## config.mk

```make
export PLATFORM = sky130hd
export DESIGN_NAME = bte_div
export DESIGN_NICKNAME = d
export VERILOG_FILES = /design/src/hw/rtl/bte_pkg.sv /design/src/hw/rtl/bte_div.sv
export SDC_FILE = /design/constraint.sdc
export NUM_CORES = 1
export LEC_CHECK = 0
export ABC_AREA = 1
export BUFFER_PORTS_ARGS = -buffer_cell sky130_fd_sc_hd__buf_2
export CAP_MARGIN = 20
export CORE_ASPECT_RATIO = 1.4
export CORE_MARGIN = 5
export CORE_UTILIZATION = 53
export DETAILED_ROUTE_END_ITERATION = 10
export PLACE_DENSITY = 0.87
export SYNTH_ARGS = -nofsm -noshare
export SYNTH_HDL_FRONTEND = slang
export SYNTH_SLANG_ARGS = --single-unit
export TNS_END_PERCENT = 5
```

## constraint.sdc

```tcl
create_clock -name clk -period 2.7 [get_ports clk]
set_clock_uncertainty 0.05 [all_clocks]
set_input_delay 0.54 -clock clk [delete_from_list [all_inputs] [get_ports clk]]
set_output_delay 0.54 -clock clk [all_outputs]
set_load 0.02 [all_outputs]
```

## src/hw/rtl/bte_pkg.sv

```systemverilog
// ----------------------------------------------------------------------------
// bte_pkg
// Shared constants and widths for the boosted tree ensemble scorer.
// ----------------------------------------------------------------------------
package bte_pkg;

    localparam int TREE_W    = 6;
    localparam int NODE_W    = 6;
    localparam int FEAT_W    = 5;
    localparam int VAL_W     = 32;
    localparam int CNT_W     = 7;
    localparam int DEPTH_W   = 4;
    localparam int NADDR_W   = TREE_W + NODE_W;
    localparam int MAX_TREES = 64;
    localparam int MAX_DEPTH = 16;
    localparam int SUM_W     = 39;
    localparam int Q_W       = 16;
    localparam int NWORD_W   = 2 + 2 * NODE_W + FEAT_W + VAL_W;
    localparam int IN_W      = 128;
    localparam int OUT_W     = 40;

    // request kinds carried on tuser
    localparam logic [1:0] REQ_NODE   = 2'd0;
    localparam logic [1:0] REQ_WEIGHT = 2'd1;
    localparam logic [1:0] REQ_FEAT   = 2'd2;

    // result status codes
    localparam logic [2:0] ST_OK      = 3'd0;
    localparam logic [2:0] ST_NOTREES = 3'd1;
    localparam logic [2:0] ST_MISSING = 3'd2;
    localparam logic [2:0] ST_NOFEAT  = 3'd3;
    localparam logic [2:0] ST_ZEROWGT = 3'd4;

endpackage

```

## src/hw/rtl/bte_div.sv

```systemverilog
// ----------------------------------------------------------------------------
// bte_div
// Restoring divider: quotient = (mag << 15) / total, one bit per cycle.
// ----------------------------------------------------------------------------
module bte_div (
    input  logic                        clk,
    input  logic                        rst_n,
    input  logic                        start,
    input  logic [bte_pkg::SUM_W-1:0]   mag,
    input  logic [bte_pkg::SUM_W-1:0]   total,
    output logic                        done,
    output logic [bte_pkg::Q_W-1:0]     quot
);
    import bte_pkg::*;

    logic [SUM_W-1:0] rem_reg, rem_next;
    logic [SUM_W-1:0] den_reg;
    logic [Q_W-1:0]   q_reg, q_next;
    logic [4:0]       cnt_reg;
    logic             busy_reg;
    logic             ge;
    logic [SUM_W-1:0] diff;

    // compare and subtract one quotient bit
    always_comb
    begin
        ge       = rem_reg >= den_reg;
        diff     = ge ? rem_reg - den_reg : rem_reg;
        rem_next = {diff[SUM_W-2:0], 1'b0};
        q_next   = {q_reg[Q_W-2:0], ge};
    end

    // control
    always_ff @(posedge clk or negedge rst_n)
    begin
        if (!rst_n)
        begin
            busy_reg <= 1'b0;
            cnt_reg  <= '0;
        end
        else if (start)
        begin
            busy_reg <= 1'b1;
            cnt_reg  <= '0;
        end
        else if (busy_reg)
        begin
            cnt_reg <= cnt_reg + 5'd1;
            if (cnt_reg == 5'(Q_W - 1))
                busy_reg <= 1'b0;
        end
    end

    // datapath
    always_ff @(posedge clk)
    begin
        if (start)
        begin
            rem_reg <= mag;
            den_reg <= total;
            q_reg   <= '0;
        end
        else if (busy_reg)
        begin
            rem_reg <= rem_next;
            q_reg   <= q_next;
        end
    end

    assign done = busy_reg && (cnt_reg == 5'(Q_W - 1));
    assign quot = q_next;

endmodule

```

==> out/metrics.yaml, run 1 <==
worst_setup_path:
  critPathArrivalTime_ns: 2.14
  cp-end-kind: "output pin"
  cp_top_family: "simple AND/OR/NAND/NOR gates"
  cp.required_ns: 2.11
  reg2regPathDepth: 14
  crit_chain: "ha_4 -> nand2_4 -> nor2_4 -> and3_4 -> nand2_2 -> nand2_2 -> nand2_2 -> nand2_4 -> nand2_4 -> nand2_4 -> buf_6"
  worst-path-buf-inv: 1
  slowest_delay_ns: 0.45
  r2r_slack_ns: 0.18
  critPathLaunchType: "flip-flop"
  crit_fanout: 5
  cp.depth: 11
  crit_slowest_cell: "edfxtp_1"
  endpoint: "quot[0]"
  crit_start: "rem_reg[13]"
  path_class: "flip-flop to output pin"
  cp_common_cell: "nand2_4"
  r2r-start: "den_reg[0]"
  r2r_end: "rem_reg[33]"
cells_and_area:
  antenna_cells: 0
  fin_cells: 1337
  final_net_count: 1273
  drive_gt1_frac: 0.2216
  fillCellCount: 1145
  area.growth.synth_to_final_pct: 25.29
cts:
  numCtsBuffers: 9
  tritoncts: "yes"
  clock_sinks: 99
  insertion_delay_ns: 0.37
  path_clk_slew_ns: 0.09
  htreeDepth: 3
  cts_root_buf: "clkbuf_16"
  clockBufferDepth: 2
run_status:
  violations: "setup timing"
  status: "finished, violations left"
route:
  drtIter0Drc: 457
  drt-pass1-iter-count: 5
  routed_via_density: 5.175
  ant_nets: 0
  drc_errors: 0
  finalWirelength_mm: 20.46
  vias: 6919
  avgRoutedWirePerCell_um: 15.31
yosys:
  synth_ff_type: "edfxtp_1"
  synthCells: 1031
  ys_types: 33
  synth_most_common_cell: "nand2_1"
  synthArstFlopShare: 0.06061
  seq_area_frac_synth: 0.3854
  synth_seq_cells: 99
  synthTopCellsByArea: "edfxtp_1 (32%), nand2_1 (20%), inv_1 (9.8%)"
  synthesis.area_sq_mm: 0.007247
  synth.avg_cell_area_sq_um: 7.029
  ys_top_cells_by_count: "nand2_1 (379), inv_1 (189), edfxtp_1 (78)"
  synth_top_area_frac: 0.3232
  yosysTopAreaCell: "edfxtp_1"
  synth_edf_count: 78
  syn-num-nets: 1154
  ys_warn_count: 0
sta:
  finalSetupViolCount: 1
  rsz0062_at_grt: "true"
  timing.final.ws_setup_ns: -0.02809
  whs_ns: 0.2885
  fmax_ghz: 0.3666
  period_minus_slack_ns: 2.728
  relSlewSlack: 0.6620
  worst_pin_slew_ns: 0.5069
  hold_viol: 0
  drv_slew: 0
  fin_tns_setup_ns: -0.02809
  fin_crit_sh: 1.010
power:
  power.leakage_nw: 4.526
  ir_drop_v: 0.0005039
  p_per_area_mw_per_mm2: 889.7
placement:
  place_ws_ns: 0.09617
  dpl.hpwl_mm: 14.86
  gp_congestion: 1.010
  io_buffers: 97
  dp_cells: 1301
die:
  initial_core_util: 0.5413
  dieHeight_um: 148.4
  dieArea_sq_mm: 0.01615
  rows: 50
  die_w_um: 108.8
  num_io_pins: 98
  core_area_sq_mm: 0.01339
hold_path:
  min_path_type: "input port to flip-flop"
  hold_depth: 1
grt:
  grt_pass1_wl_mm: 32.05
  grt_pass1_vias: 6808
  overflow: 0
  grt_max_degree: 44
  antenna_found_initial: 0
  grt.total_usage: 0.2522
job:
  maxCapViolations: 0
[area by class of cell]
class,instances,area (sq um),area share
clock buffers,9,225.2,0.02480
clock inverters,7,88.84,0.009784
inverters,191,716.9,0.07896
multi-input cells,716,4239,0.4669
flip-flops and latches,99,2793,0.3076
well taps,182,227.7,0.02508
repair buffers,133,789.5,0.08695
[kinds of logic (layout without fill, tap and decap cells)]
group | Yosys count | after routing | synth area share
flops | 99 | 99 | 0.3854
fa+ha+maj | 42 | 42 | 0.07355
compound gates | 65 | 65 | 0.04955
simple gates | 590 | 590 | 0.3482
xor+xnor | 19 | 19 | 0.02296
buf+inv | 216 | 340 | 0.1203
[power by group]
group          leakage, nW  total, mW  switching, mW  internal, mW
Clock                0.153       1.35          0.675         0.672
Combinational         3.37       4.54           2.67          1.87
Sequential            1.00       2.20          0.221          1.98
Total                 4.53       8.08           3.56          4.51
[metrics by stage]
step	utilization	cell area, sq um	power [mW]
after CTS	0.6605	8842	7.745
final	0.6782	9080	8.079
after floorplan	-	7248	4.881
after global routing	0.6782	9080	8.654
after global placement	0.5940	7953	5.719
after detailed placement	0.5940	7953	5.802
[layout by cell type, fill, tap and decap left out, drive strengths merged]
cell type,Yosys,routed
a21oi,30,30
a31oi,1,1
and2,1,1
and3,1,1
buf,15,132
clkbuf,10,9
clkinv,1,4
dfrtp,6,6
dfxtp,15,15
dlygate4sd3,0,1
edfxtp,78,78
fa,1,1
ha,41,41
inv,190,194
nand2,386,386
nand2b,1,1
nand3,77,77
nand3b,40,40
nand4,3,3
nor2,65,65
nor3,14,14
nor4,1,1
o21ai,14,14
o21bai,6,6
o22ai,14,14
or2,1,1
xnor2,18,18
xor2,1,1
[worst min path at each step]
stage	from	endpoint	slack [ns]
after global placement	rst_n	cnt_reg[4]	0.32
after detailed placement	rst_n	cnt_reg[0]	0.32
after CTS	total[8]	den_reg[8]	0.28
final	total[8]	den_reg[8]	0.29
after global routing	total[7]	den_reg[7]	0.27
after floorplan	rst_n	busy_reg	0.19
[layer usage]
metal | global-route usage | wire length [um] | vias up | share of wire
met3 | 0.04472 | 896 | 44 | 0.044
met1 | 0.2905 | 8210 | 3223 | 0.40
met4 | 0.07454 | 480 | 0 | 0.023
met5 | 0 | 0 | - | 0
li1 | - | - | 3480 | -
met2 | 0.4688 | 10880 | 172 | 0.53
[timing repair]
action / CTS / global route
hold endpoints to repair: 6 / 0
setup buffers: 9 / 10
hold buffers: 1 / 0
endpoints found under the setup margin: 1 / 1
pin swaps: 20 / 34
gates resized for setup: 73 / 45
Power figures use the tool's default switching activity.
==> inputs of run 2 (changes only) <==
--- a/config.mk
+++ b/config.mk
@@ -13,6 +13,7 @@
 export CORE_UTILIZATION = 53
 export DETAILED_ROUTE_END_ITERATION = 10
 export PLACE_DENSITY = 0.87
+export RECOVER_POWER = 100
 export SYNTH_ARGS = -nofsm -noshare
 export SYNTH_HDL_FRONTEND = slang
 export SYNTH_SLANG_ARGS = --single-unit
==> run 2 against run 1 <==
Final area is 0.45% lower. Register-to-register slack hardly changed. Sequential share of layout area is 0.14 points higher. Clock power hardly changed. Non-clock buffer count stayed put. Critical path type unchanged. Largest power group unchanged. The flow still finishes with violations (setup timing).
==> out/metrics.yaml, run 2 (synthesis gave the netlist of run 1 again) <==
cts:
  tritoncts: "yes"
  insertion_delay_ns: 0.37
  clockBufferDepth: 2
  clock_sinks: 99
  htreeDepth: 3
  numCtsBuffers: 9
  cts_root_buf: "clkbuf_16"
  path_clk_slew_ns: 0.09
cells_and_area:
  mostFrequentLayoutCell: "nand2_1"
  mostFrequentLayoutCells: "nand2_1 (358), inv_1 (173), buf_2 (79), edfxtp_1 (78), nand3_1 (77)"
  drive_gt1_frac: 0.2061
  antenna_cells: 0
  finalInstanceArea_sq_mm: 0.009039
  area.growth.synth_to_final_pct: 24.72
  fillCellCount: 1161
  final_net_count: 1273
worst_setup_path:
  crit_fanout: 5
  critPathArrivalTime_ns: 2.13
  critPathLaunchType: "flip-flop"
  cp-end-kind: "output pin"
  r2r-start: "rem_reg[13]"
  reg2regPathDepth: 14
  cp.required_ns: 2.11
  path_class: "flip-flop to output pin"
  r2r_end: "rem_reg[36]"
  r2r_slack_ns: 0.17
die:
  dieArea_sq_mm: 0.01615
  initial_core_util: 0.5413
  dieHeight_um: 148.4
  core_area_sq_mm: 0.01339
  rows: 50
  num_io_pins: 98
  die_w_um: 108.8
sta:
  worst_pin_slew_ns: 0.7492
  rsz0062_at_grt: "true"
  fmax_ghz: 0.3673
  drv_slew: 0
  relSlewSlack: 0.5005
  fin_crit_sh: 1.008
  finalSetupViolCount: 1
  period_minus_slack_ns: 2.722
  hold_viol: 0
  timing.final.ws_setup_ns: -0.02248
power:
  p_per_area_mw_per_mm2: 893.6
  power_frac_seq: 0.272
  total_power_mw: 8.077
  power.leakage_nw: 4.447
  internal_power_mw: 4.511
  power_switching_mw: 3.566
  pwr-share-clk: 0.167
  ir_drop_v: 0.0005040
  p_comb_frac: 0.561
  swShare: 0.4415
route:
  drc_errors: 0
  routed_via_density: 5.171
  avgRoutedWirePerCell_um: 15.30
  finalWirelength_mm: 20.45
  ant_nets: 0
  vias: 6914
  drt-pass1-iter-count: 7
  drtIter0Drc: 402
placement:
  dpl.hpwl_mm: 14.86
  gp_congestion: 1.010
  io_buffers: 97
  placed_area_sq_mm: 0.007953
hold_path:
  hold_path_end: "den_reg[8]"
  min_path_type: "input port to flip-flop"
  hp-start: "total[8]"
  hold_depth: 1
grt:
  antenna_found_initial: 0
  grt_max_degree: 44
  grt_pass1_wl_mm: 32.05
  grt_pass1_vias: 6808
  grt.total_usage: 0.2522
  overflow: 0
run_status:
  violations: "setup timing"
  status: "finished, violations left"
job:
  maxCapViolations: 0
## run 2: changes by cell type in the layout (fill, tap and decap cells not counted), moves of 2 or more
cell and delta:
clkbuf_2 +2, buf_2 -17, clkbuf_1 +17, buf_4 -2
## run 2: timing repair
item                                   CTS  global route
setup endpoints to repair                1             1
buffers inserted                         9            10
hold buffers                             1             0
resized for setup                       73            45
endpoints found under the hold margin    6             0
gates cloned                             0             0
pin swaps                               20            34
## run 2: power groups by stage
stage                     clock network (mW)  registers (mW)  logic (mW)
after floorplan                            0            2.10        2.79
final                                   1.35            2.20        4.54
after global routing                    1.44            2.22        5.00
after CTS                               1.37            2.18        4.20
after detailed placement                   0            2.13        3.67
after global placement                     0            2.10        3.62
## run 2: critical path, stage by stage (launching register included)
cell	delay, ns
edfxtp_1	0.45
ha_4	0.34
nand2_4	0.07
nor2_4	0.14
and3_4	0.19
nand2_2	0.05
nand2_2	0.09
nand2_2	0.08
nand2_4	0.08
nand2_4	0.07
nand2_4	0.11
buf_6	0.12
## run 2: worst max path at each step
stage / depth (start not counted) / end / startpoint / slack [ns]
after floorplan: 13 / quot[0] / rem_reg[2] / 0.29
after global placement: 10 / quot[0] / rem_reg[22] / 0.12
after detailed placement: 10 / quot[0] / rem_reg[21] / 0.1
after CTS: 11 / quot[0] / rem_reg[11] / 0.005
after global routing: 12 / quot[0] / rem_reg[2] / -0.08
final: 11 / quot[0] / rem_reg[13] / -0.02
## run 2: layout make-up
class | instances | area [sq um] | share of cell area
Timing Repair Buffer | 133 | 750.7 | 0.08306
Multi-Input combinational cell | 716 | 4237 | 0.4687
Sequential cell | 99 | 2793 | 0.3090
Inverter | 191 | 716.9 | 0.07932
Clock inverter | 7 | 88.84 | 0.009828
Tap cell | 182 | 227.7 | 0.02519
Clock buffer | 9 | 225.2 | 0.02492
## run 2: per-layer routing
metal  wire length [um]  share of wire  vias to the layer above  GRT usage
li1                   -              -                     3481          -
met1               8210           0.40                     3212     0.2905
met2              10870           0.53                      185     0.4688
met3                922          0.045                       36    0.04472
met4                452          0.022                        0    0.07454
met5                  0              0                        -          0
## run 2: metrics by stage
step | instances | setup TNS (ns) | util | hold WS, ns | setup WS, ns
floorplan | 1031 | 0 | - | 0.1944 | 0.2908
global placement | 1301 | 0 | 0.5940 | 0.3196 | 0.1165
detailed placement | 1301 | 0 | 0.5940 | 0.3214 | 0.09617
CTS | 1327 | 0 | 0.6605 | 0.2823 | 0.005280
global route | 1337 | -1.182 | 0.6751 | 0.2697 | -0.08438
finish | 1337 | -0.02248 | 0.6751 | 0.2879 | -0.02248
